<file path="config.mk">
export PLATFORM = sky130hd
export DESIGN_NAME = utf8_stream_validator_core
export DESIGN_NICKNAME = d
export VERILOG_FILES = /design/src/hdl/u8v_pkg.sv /design/src/hdl/u8v_front.sv /design/src/hdl/u8v_queue.sv /design/src/hdl/u8v_back.sv /design/src/hdl/utf8_stream_validator_core.sv
export SDC_FILE = /design/constraint.sdc
export NUM_CORES = 1
export LEC_CHECK = 0
export ABC_AREA = 1
export BUFFER_PORTS_ARGS = -buffer_cell sky130_fd_sc_hd__buf_2
export CAP_MARGIN = 20
export CELL_PAD_IN_SITES_DETAIL_PLACEMENT = 0
export CELL_PAD_IN_SITES_GLOBAL_PLACEMENT = 1
export CORE_MARGIN = 4
export CORE_UTILIZATION = 48
export DETAILED_ROUTE_END_ITERATION = 6
export HOLD_SLACK_MARGIN = 0.12
export MAX_ROUTING_LAYER = met4
export PLACE_DENSITY_LB_ADDON = 0.15
export SYNTH_ARGS = -nofsm -noshare
export SYNTH_HDL_FRONTEND = slang
export SYNTH_SLANG_ARGS = --single-unit
</file>
<file path="constraint.sdc">
create_clock -name clk -period 2.5 [get_ports clk]
set_clock_uncertainty 0.2 [all_clocks]
set_input_delay 0 -clock clk [delete_from_list [all_inputs] [get_ports clk]]
set_output_delay 0 -clock clk [all_outputs]
set_load 0.02 [all_outputs]
</file>
<file path="src/hdl/u8v_pkg.sv">
// Shared types and constants for the UTF-8 stream validator.
package u8v_pkg;

	typedef enum logic [2:0] {
		CLS_ASCII = 3'd0,
		CLS_LEAD2 = 3'd1,
		CLS_LEAD3 = 3'd2,
		CLS_LEAD4 = 3'd3,
		CLS_CONT  = 3'd4,
		CLS_BAD   = 3'd5
	} byte_class_t;

	typedef struct packed {
		logic        is_last;
		logic        no_byte;
		byte_class_t cls;
		logic [5:0]  bits;
	} item_t;

	typedef struct packed {
		logic full;
		logic head_valid;
	} queue_status_t;

	localparam int CODE_W = 21;

	localparam logic [1:0] SEQ_NONE = 2'd0;
	localparam logic [1:0] SEQ_TWO  = 2'd1;
	localparam logic [1:0] SEQ_THREE = 2'd2;
	localparam logic [1:0] SEQ_FOUR = 2'd3;

	localparam logic [CODE_W-1:0] MIN_TWO       = 21'h000080;
	localparam logic [CODE_W-1:0] MIN_THREE     = 21'h000800;
	localparam logic [CODE_W-1:0] MIN_FOUR      = 21'h010000;
	localparam logic [CODE_W-1:0] CODE_MAX      = 21'h10FFFF;
	localparam logic [CODE_W-1:0] SURR_LOW      = 21'h00D800;
	localparam logic [CODE_W-1:0] SURR_HIGH     = 21'h00DFFF;

endpackage

</file>
<file path="src/hdl/u8v_front.sv">
// Front end: accepts input words and classifies each byte for the queue.
module u8v_front (
	input  logic              valid,
	output logic              stall,
	input  logic [7:0]        data_byte,
	input  logic              is_last,
	input  logic              no_byte,
	input  u8v_pkg::queue_status_t status,
	output logic              push,
	output u8v_pkg::item_t    item
);

	assign stall = status.full;
	assign push  = valid && !status.full;

	always_comb begin
		item.is_last = is_last;
		item.no_byte = no_byte;
		item.cls     = u8v_pkg::CLS_BAD;
		item.bits    = data_byte[5:0];
		if (data_byte[7] == 1'b0) begin
			item.cls  = u8v_pkg::CLS_ASCII;
		end else if (data_byte[7:6] == 2'b10) begin
			item.cls  = u8v_pkg::CLS_CONT;
		end else if (data_byte[7:5] == 3'b110) begin
			item.cls  = u8v_pkg::CLS_LEAD2;
			item.bits = {1'b0, data_byte[4:0]};
		end else if (data_byte[7:4] == 4'b1110) begin
			item.cls  = u8v_pkg::CLS_LEAD3;
			item.bits = {2'b00, data_byte[3:0]};
		end else if (data_byte[7:3] == 5'b11110) begin
			item.cls  = u8v_pkg::CLS_LEAD4;
			item.bits = {3'b000, data_byte[2:0]};
		end
	end

endmodule

</file>
<file path="src/hdl/u8v_queue.sv">
// Short queue of classified words between the front and back ends.
module u8v_queue #(
	parameter int DEPTH = 4
) (
	input  logic                   clk,
	input  logic                   arst_n,
	input  logic                   push,
	input  u8v_pkg::item_t         push_item,
	input  logic                   pop,
	output u8v_pkg::queue_status_t status,
	output u8v_pkg::item_t         head_item
);

	localparam int PTR_W = (DEPTH > 1) ? $clog2(DEPTH) : 1;
	localparam int CNT_W = $clog2(DEPTH + 1);

	u8v_pkg::item_t   mem_q [DEPTH];
	logic [PTR_W-1:0] wr_ptr_q;
	logic [PTR_W-1:0] rd_ptr_q;
	logic [CNT_W-1:0] count_q;
	logic             do_push;
	logic             do_pop;

	assign status.full       = (count_q == CNT_W'(DEPTH));
	assign status.head_valid = (count_q != '0);
	assign head_item         = mem_q[rd_ptr_q];
	assign do_push           = push && !status.full;
	assign do_pop            = pop && status.head_valid;

	always_ff @(posedge clk or negedge arst_n) begin
		if (!arst_n) begin
			wr_ptr_q <= '0;
			rd_ptr_q <= '0;
			count_q  <= '0;
		end else begin
			if (do_push) begin
				wr_ptr_q <= (wr_ptr_q == PTR_W'(DEPTH - 1)) ? '0 : wr_ptr_q + 1'b1;
			end
			if (do_pop) begin
				rd_ptr_q <= (rd_ptr_q == PTR_W'(DEPTH - 1)) ? '0 : rd_ptr_q + 1'b1;
			end
			if (do_push && !do_pop) begin
				count_q <= count_q + 1'b1;
			end else if (do_pop && !do_push) begin
				count_q <= count_q - 1'b1;
			end
		end
	end

	always_ff @(posedge clk) begin
		if (do_push) begin
			mem_q[wr_ptr_q] <= push_item;
		end
	end

endmodule

</file>
<file path="src/hdl/u8v_back.sv">
// Back end: sequence state, code point checks and the result register.
module u8v_back (
	input  logic                   clk,
	input  logic                   arst_n,
	input  u8v_pkg::queue_status_t status,
	input  u8v_pkg::item_t         head_item,
	output logic                   pop,
	output logic                   valid,
	input  logic                   stall,
	output logic                   string_valid
);

	logic [1:0]                  pend_q;
	logic [1:0]                  len_q;
	logic [u8v_pkg::CODE_W-1:0]  acc_q;
	logic                        err_q;
	logic                        valid_q;
	logic                        string_valid_q;

	logic [1:0]                  n_pend;
	logic [1:0]                  n_len;
	logic [u8v_pkg::CODE_W-1:0]  n_acc;
	logic                        n_err;
	logic [u8v_pkg::CODE_W-1:0]  acc_shift;
	logic                        bad_code;
	logic                        out_free;

	assign out_free     = !valid_q || !stall;
	assign pop          = status.head_valid && out_free;
	assign valid        = valid_q;
	assign string_valid = string_valid_q;
	assign acc_shift    = {acc_q[u8v_pkg::CODE_W-7:0], head_item.bits};

	always_comb begin
		bad_code = 1'b0;
		if (len_q == u8v_pkg::SEQ_TWO && acc_shift < u8v_pkg::MIN_TWO) begin
			bad_code = 1'b1;
		end
		if (len_q == u8v_pkg::SEQ_THREE && acc_shift < u8v_pkg::MIN_THREE) begin
			bad_code = 1'b1;
		end
		if (len_q == u8v_pkg::SEQ_FOUR && acc_shift < u8v_pkg::MIN_FOUR) begin
			bad_code = 1'b1;
		end
		if (acc_shift > u8v_pkg::CODE_MAX) begin
			bad_code = 1'b1;
		end
		if (acc_shift >= u8v_pkg::SURR_LOW && acc_shift <= u8v_pkg::SURR_HIGH) begin
			bad_code = 1'b1;
		end
	end

	always_comb begin
		n_pend = pend_q;
		n_len  = len_q;
		n_acc  = acc_q;
		n_err  = err_q;
		if (!head_item.no_byte && !err_q) begin
			if (pend_q == 2'd0) begin
				case (head_item.cls)
					u8v_pkg::CLS_ASCII: begin
					end
					u8v_pkg::CLS_LEAD2: begin
						n_acc  = u8v_pkg::CODE_W'(head_item.bits);
						n_len  = u8v_pkg::SEQ_TWO;
						n_pend = u8v_pkg::SEQ_TWO;
					end
					u8v_pkg::CLS_LEAD3: begin
						n_acc  = u8v_pkg::CODE_W'(head_item.bits);
						n_len  = u8v_pkg::SEQ_THREE;
						n_pend = u8v_pkg::SEQ_THREE;
					end
					u8v_pkg::CLS_LEAD4: begin
						n_acc  = u8v_pkg::CODE_W'(head_item.bits);
						n_len  = u8v_pkg::SEQ_FOUR;
						n_pend = u8v_pkg::SEQ_FOUR;
					end
					default: begin
						n_err = 1'b1;
					end
				endcase
			end else if (head_item.cls != u8v_pkg::CLS_CONT) begin
				n_err  = 1'b1;
				n_pend = 2'd0;
			end else begin
				n_pend = pend_q - 2'd1;
				if (pend_q == 2'd1) begin
					n_err = bad_code;
					n_len = u8v_pkg::SEQ_NONE;
					n_acc = '0;
				end else begin
					n_acc = acc_shift;
				end
			end
		end
	end

	always_ff @(posedge clk or negedge arst_n) begin
		if (!arst_n) begin
			pend_q  <= '0;
			len_q   <= '0;
			acc_q   <= '0;
			err_q   <= 1'b0;
			valid_q <= 1'b0;
		end else begin
			if (pop) begin
				if (head_item.is_last) begin
					pend_q <= '0;
					len_q  <= '0;
					acc_q  <= '0;
					err_q  <= 1'b0;
				end else begin
					pend_q <= n_pend;
					len_q  <= n_len;
					acc_q  <= n_acc;
					err_q  <= n_err;
				end
			end
			if (out_free) begin
				valid_q <= pop && head_item.is_last;
			end
		end
	end

	always_ff @(posedge clk) begin
		if (pop && head_item.is_last) begin
			string_valid_q <= !n_err && (n_pend == 2'd0);
		end
	end

endmodule

</file>
<file path="src/hdl/utf8_stream_validator_core.sv">
// Top level of the UTF-8 stream validator.
// The block checks a string, one byte per input word, for well-formed UTF-8.
// Input channel: in_valid with in_stall carries data_byte, is_last and no_byte.
// A word with is_last high ends the string; no_byte marks a word without a byte.
// Output channel: out_valid with out_stall carries string_valid, one word for
// each string, given after the word that ends it.
// The front end classifies each byte as it is accepted and writes it into a
// short queue; the back end takes one queued word a cycle while the output
// register is free, updates the sequence state and loads the output register.
// Throughput is one byte per cycle without stalls; the back-end update is the loop.
// The last byte is held in the queue, then its result in the output register.
// When the receiver stalls, the result holds in the output register and the
// queue fills; in_stall rises only when the queue is full.
// Reset clears the sequence state, the queue pointers and out_valid, and
// the block accepts words from the first cycle after reset.
module utf8_stream_validator_core #(
	parameter int QUEUE_DEPTH = 4
) (
	input  logic       clk,
	input  logic       arst_n,
	input  logic       in_valid,
	output logic       in_stall,
	input  logic [7:0] data_byte,
	input  logic       is_last,
	input  logic       no_byte,
	output logic       out_valid,
	input  logic       out_stall,
	output logic       string_valid
);

	u8v_pkg::queue_status_t status;
	u8v_pkg::item_t         push_item;
	u8v_pkg::item_t         head_item;
	logic                   push;
	logic                   pop;

	u8v_front u_front (
		.valid     (in_valid),
		.stall     (in_stall),
		.data_byte (data_byte),
		.is_last   (is_last),
		.no_byte   (no_byte),
		.status    (status),
		.push      (push),
		.item      (push_item)
	);

	u8v_queue #(
		.DEPTH (QUEUE_DEPTH)
	) u_queue (
		.clk       (clk),
		.arst_n    (arst_n),
		.push      (push),
		.push_item (push_item),
		.pop       (pop),
		.status    (status),
		.head_item (head_item)
	);

	u8v_back u_back (
		.clk          (clk),
		.arst_n       (arst_n),
		.status       (status),
		.head_item    (head_item),
		.pop          (pop),
		.valid        (out_valid),
		.stall        (out_stall),
		.string_valid (string_valid)
	);

endmodule

</file>
* After elaboration in Yosys (flattened, before gate mapping) *
Memory sizes are Yosys's and may differ from the RTL's.
Cells that the tools add are included.

cells by class
  add/sub/neg operators = 5
  multipliers = 0
  div/mod/pow operators = 0
  $lt $le $gt $ge = 6
  equality and inequality tests = 18
  shifts and indexed selects = 0
  muxes and demuxes = 41
  bitwise logic cells = 0
  reduce and logical (&&, ||, !) cells = 33

operator list
  operator                                                             number
  two-way mux 15 bit                                                   6
  two-way mux 9 bit                                                    3
  two-way mux 2 bit                                                    11
  greater-or-equal comparator 21 x 16 -> 1 bit, second input constant  1
  > comparator 21 bit, second input constant                           1
  less-or-equal comparator 21 x 16 -> 1 bit, second input constant     1
  < comparator 21 x 12 -> 1 bit, second input constant                 1
  < comparator 21 x 17 -> 1 bit, second input constant                 1
  < comparator 21 x 8 -> 1 bit, second input constant                  1
  logical AND 1 bit                                                    13
  two-way mux 1 bit                                                    13
  two-way mux 3 bit                                                    4
  two-way mux 6 bit                                                    2
  case mux 2 bit (3 select lines)                                      2
  equality test 2 bit, second input constant                           5
  zero test 1 bit                                                      8
  equality test 3 x 2 -> 1 bit, second input constant                  2
  equality test 3 bit, second input constant                           2
  nonzero test 3 bit                                                   2
  equality test 5 bit, second input constant                           1
  inequality test 5 x 4 -> 1 bit, second input constant                1
  AND reduction 5 bit                                                  1
  adder 2 x 1 -> 2 bit, second input constant                          2
  equality test 2 x 1 -> 1 bit, second input constant                  2
  other kinds (15)                                                     17

storage, ports and cells
  flip-flop bits (word level) = 29
  bits in latches = 0
  memory bits (writable) = 44
  bits in read-only memories = 0
  input port bits = 14
  output and inout bits = 3
  logic and storage cells = 113
  memories kept = 1

memory list
  name           depth  bits a word  read ports  clocked after Yosys merged registers in  wr ports  line             RTL
  u_queue.mem_q  4      11           1           0                                        1         u8v_queue.sv:17  u8v_pkg::item_t mem_q [DEPTH];

* Longest topological paths before layout *
An unclocked memory read counts as a cell.

  depth in word-level cells = 14
  mapped depth = 16
  mapped depth without buffers = 13

* Cells and area by module *
From an unflattened synthesis, not the netlist that was laid out.

second synthesis, totals
  cell total of the unflattened synthesis = 360
  area total of the unflattened synthesis = 3,570.9 um2

modules (own cells, without submodules)
  module     instances  cells each  area each (um2)  sequential area each (um2)
  u8v_queue  1          188         2,227.1          1,496.4
  u8v_back   1          149         1,207.4          555.5
  u8v_front  1          23          136.4            0.0

* Worst setup path after synthesis *
Ideal clock, no wire load.

  kind = reg-to-reg
  start = register u_queue.count_q[0]
  end = register u_queue.count_q[1]
  library setup time = 125 ps
  data arrival time = 2,138 ps
  data required time = 2,175 ps
  path slack = 37 ps
  stages on the path, launching flop included = 7
  buffers on the path = 0
  clock period less this slack = 2,463 ps
  cells stage by stage = dfrtp_1 -> nor3_1 -> nor2_1 -> ha_1 -> inv_1 -> fa_1 -> mux2_2

on the way
  cells in the longest elaborated chain, start to end = 7
  elaborated cells on any way between the ends = 16
  classes of those cells = add/sub: 2; eq/ne: 1; mux: 2; reduce/logical: 11

RTL lines
  element                       line                              RTL
  start, declared               u8v_queue.sv:20                   logic [CNT_W-1:0] count_q;
  start signal, assigned        u8v_queue.sv:43                   count_q <= count_q + 1'b1;
  start signal, assigned        u8v_queue.sv:45                   count_q <= count_q - 1'b1;
  equality test 3 bit (*)       u8v_queue.sv:24                   assign status.full = (count_q == CNT_W'(DEPTH));
  net in_stall                  utf8_stream_validator_core.sv:22  output logic in_stall,
  zero test 1 bit (*)           u8v_front.sv:14, u8v_queue.sv:27
  logical AND 1 bit             u8v_front.sv:14                   assign push = valid && !status.full;
  logical AND 1 bit (*)         u8v_queue.sv:27                   assign do_push = push && !status.full;
  net u_queue.do_push           u8v_queue.sv:21                   logic do_push;
  zero test 1 bit               u8v_queue.sv:44                   end else if (do_pop && !do_push) begin
  logical AND 1 bit             u8v_queue.sv:44
  nonzero test 2 bit (no line)  n/a

The timed path passes the listed nets; every way through them passes the cells marked *. The select of a mux whose other input is x is not followed.
A chain may end at the register's enable or synchronous reset.

* Worst setup path after layout *
  start = register u_queue.count_q[2]
  end = register u_queue.count_q[2]

on the way
  cells in the longest elaborated chain, start to end = 7
  elaborated cells on any way between the ends = 16
  classes of those cells = add/sub: 2; eq/ne: 1; mux: 2; reduce/logical: 11

RTL lines
  element                       line
  equality test 3 bit (*)       u8v_queue.sv:24
  zero test 1 bit (*)           u8v_front.sv:14, u8v_queue.sv:27
  logical AND 1 bit             u8v_front.sv:14
  logical AND 1 bit (*)         u8v_queue.sv:27
  net u_queue.do_push           u8v_queue.sv:21
  zero test 1 bit               u8v_queue.sv:44
  logical AND 1 bit             u8v_queue.sv:44
  nonzero test 2 bit (no line)  n/a

Marks and branches as above.

==> run_results.csv <==
group,metric,value,unit
floorplan,dieArea,0.00855,mm2
clocking,cts.clk_slew.worst_paths,0.08,ns
yosys,syn_nets,374,
sta,finalHoldViolations,0,
placement,gp_congestion,0.755,
floorplan,die_w,92.5,um
sta,finalCritPeriodShare,91.1,%
worst_setup_path,cp_max_fo,6,
clocking,cts_buffer_depth,2,
worst_setup_path,cp_slowest_stage_delay,0.39,ns
worst_setup_path,crit_path_cell_trace,"inv_1, nor3_1, nor2_1, ha_1, inv_1, fa_1, a21oi_1, o21ai_0, xor2_1",
grt,grt_max_degree,29,
yosys,yosys.area.top_type,"edfxtp_1",
sta,max_freq,0.439,GHz
grt,overflow,0,
yosys,yosysTopAreaCellShare,39.5,%
worst_setup_path,crit_top_cell,"inv_1",
worst_setup_path,critical_path_class,"reg2reg",
yosys,yosys.cell_types.count,31,
worst_setup_path,crit_required,2.52,ns
grt,grt_pass1_wl,10500,um
worst_setup_path,endpoint,"u_queue.count_q[2]",
pwr,p_per_area,1190,mW/mm2
worst_setup_path,worstSetupStartpoint,"u_queue.count_q[2]",
route,avgRoutedWirePerCell,12.6,um
sta,finalCriticalPeriod,2.28,ns
floorplan,core_area,0.00687,mm2
clocking,cts_buffers,9,
pwr,p_leak,1.78,nW
route,routed_wl,6220,um
route,first_iter_violations,71,
pwr,peakVddDrop,0.459,mV
sta,setup_viol,0,
yosys,syn_area,0.00342,mm2
floorplan,die_h,92.5,um
floorplan,initial_core_util,49.8,%
layout,layout-drive-gt1-share,15.1,%
route,antenna_left,0,
worst_setup_path,r2r_start,"u_queue.count_q[2]",
yosys,synth_cells,351,
worst_setup_path,r2r.worst_path.cells,9,
layout,final_nets,416,
yosys,yosys_register_bits,73,
route,highest_layer,"met4",
min_path,hp-class,"in2reg",
run_status,status,"complete, no violations",
sta,tightestPinTransition,0.437,ns
worst_setup_path,crit_arrival,2.30,ns
layout,final_core_util,58.3,%
worst_setup_path,rr_endpoint,"u_queue.count_q[2]",
route,m1WireLength,3040,um
route,wl_met2,2910,um
clocking,postCtsSetupRepairBufs,0,
clocking,cts_tree,"yes",
clocking,cts.sinks,73,
clocking,htree_num_levels,3,
worst_setup_path,reg2reg_slack,0.22,ns
yosys,synth-seq-area-share,59.9,%
pwr,power,4.77,mW
route,wl_met3,237,um
grt,grt.total_usage,16.4,%
layout,syn2layout_area_growth,16.9,%
grt,grt_pass1_vias,2263,
worst_setup_path,start_kind,"flip-flop",
clocking,clock_latency,0.35,ns
layout,antenna_cells,0,
worst_setup_path,critPathSlowestCell,"dfrtp_1",
route,drt-pass1-iter-count,4,
route,drc_errors,0,
sta,rsz0062_at_grt,"no",
grt,antenna_found_initial,0,
placement,portBuffers,16,
sta,slew_violations,0,
yosys,avgSynthCellArea,9.75,um2
placement,dp_hpwl,4180,um
sta,fin_tns_setup,0,ns
clocking,cts-root-buf,"clkbuf_8",
worst_setup_path,critPathCaptureType,"flip-flop",
yosys,synth_area_leaders,"edfxtp_1 39%, dfrtp_1 20%, nand2_1 11%, nand3_1 5.1%, nor2_1 3.8%",
route,vias,2346,
yosys,ys.warnings.count,0,
floorplan,rows,30,
run,cap_viol_max_count,0,
floorplan,num_io_pins,17,
route,viasPerCell,4.75,
sta,relSlewSlack,70.8,%
## layout make-up
type / instances / area, um2
clock buffers: 9 / 124
clock inverters: 7 / 82.6
fillers: 613 / 2870
inverters: 31 / 121
multi-input cells: 236 / 1170
flip-flops and latches: 73 / 2050
well taps: 96 / 120
repair buffers: 42 / 328
## critical path, delay by kind of cell, from the launching register on
family / cells / cell delay, ns
adders and majority gates: 2 / 0.61
buffers and inverters: 2 / 0.16
xor gates and xnor gates: 1 / 0.15
AOI/OAI and AO/OA: 2 / 0.29
DFF: 1 / 0.39
and+or+nand+nor: 2 / 0.37
## synth_stat cells
library cell,instances
mux2_2,1
dfrtp_1,28
a21oi_1,10
o211a_1,1
o21bai_1,2
nand2_1,102
nor2_4,1
o21ai_0,18
o31ai_2,1
inv_1,24
nor2_1,35
nor3_2,1
buf_6,4
nand2_8,1
buf_4,1
buf_2,1
nor3_1,2
inv_4,2
clkbuf_1,5
nand3b_1,2
xor2_1,1
nand4_1,1
o22ai_1,6
ha_1,8
edfxtp_1,45
nand3_1,35
fa_1,1
inv_2,5
xnor2_1,1
nor3_4,1
nand2_2,5
## cell usage in the layout (no fill, tap or decap)
master and count:
o211a_1 1, ha_1 8, o21bai_1 2, nor3_2 1, o21ai_0 18, fa_1 1, nor3_1 2, o31ai_2 1
nand2_8 1, buf_4 9, inv_2 5, inv_8 1, nor2_4 1, inv_1 24, clkbuf_8 9, nand4_1 1
mux2_2 1, nor3_4 1, nand3_1 35, nand3b_1 2, nand2_2 5, inv_4 2, a21oi_1 10, dlygate4sd3_1 16
edfxtp_1 45, buf_2 16, nand2_1 102, inv_6 3, nor2_1 35, dfrtp_1 28, clkinvlp_4 2, xnor2_1 1
o22ai_1 6, bufinv_16 1, xor2_1 1, buf_12 1
## metal layers
layer,vias up,global-route usage (%)
met1,1057,20.7
li1,1252,-
met2,31,25.8
met4,0,5.32
met5,-,-
met3,6,4.22
## through the flow
step	instance area [um2]	setup WS (ns)	std cells	hold slack, ns
6_report	4000	0.223	494	0.209
3_5_place_dp	3610	0.209	461	-0.136
2_1_floorplan	3420	0.0375	351	-0.496
3_3_place_gp	3610	0.343	461	-0.142
5_1_grt	4000	0.0847	494	0.206
4_1_cts	4000	0.203	494	0.198
## worst min-delay path by stage
stage,from,endpoint,slack (ns),depth (start not counted)
3_3_place_gp,arst_n,u_back.acc_q[12],-0.14,1
6_report,is_last,u_queue.mem_q[1][10],0.21,2
5_1_grt,data_byte[1],u_queue.mem_q[2][1],0.21,2
4_1_cts,data_byte[2],u_queue.mem_q[1][2],0.20,2
3_5_place_dp,arst_n,u_back.acc_q[12],-0.14,1
2_1_floorplan,arst_n,u_back.acc_q[0],-0.50,0
## cells by family after synthesis
group           synth area share [%]
simple gates                    23.6
fa+ha+maj                       3.51
compound gates                  6.29
mux                            0.329
xor+xnor                       0.512
buf+inv                         5.77
flops                           59.9
## where the power goes
part           internal [mW]  switching (mW)
clock network          0.478           0.475
logic                  0.698            1.35
registers               1.62           0.156
total                   2.79            1.98
## flip-flops by register name, summed over array words and instances, names as in the netlist
signal               cells
u_back.acc_q            15
u_back.err_q             1
u_back.len_q             2
u_back.pend_q            2
u_back.string_valid      1
u_back.valid             1
u_queue.count_q          3
u_queue.mem_q           44
u_queue.rd_ptr_q         2
u_queue.wr_ptr_q         2
## repair_timing
action	4_1_cts	5_1_grt
gates resized for setup	0	0
hold endpoints to repair	83	0
hold buffers	17	0
Note: power is estimated with default switching activity, not from simulation.
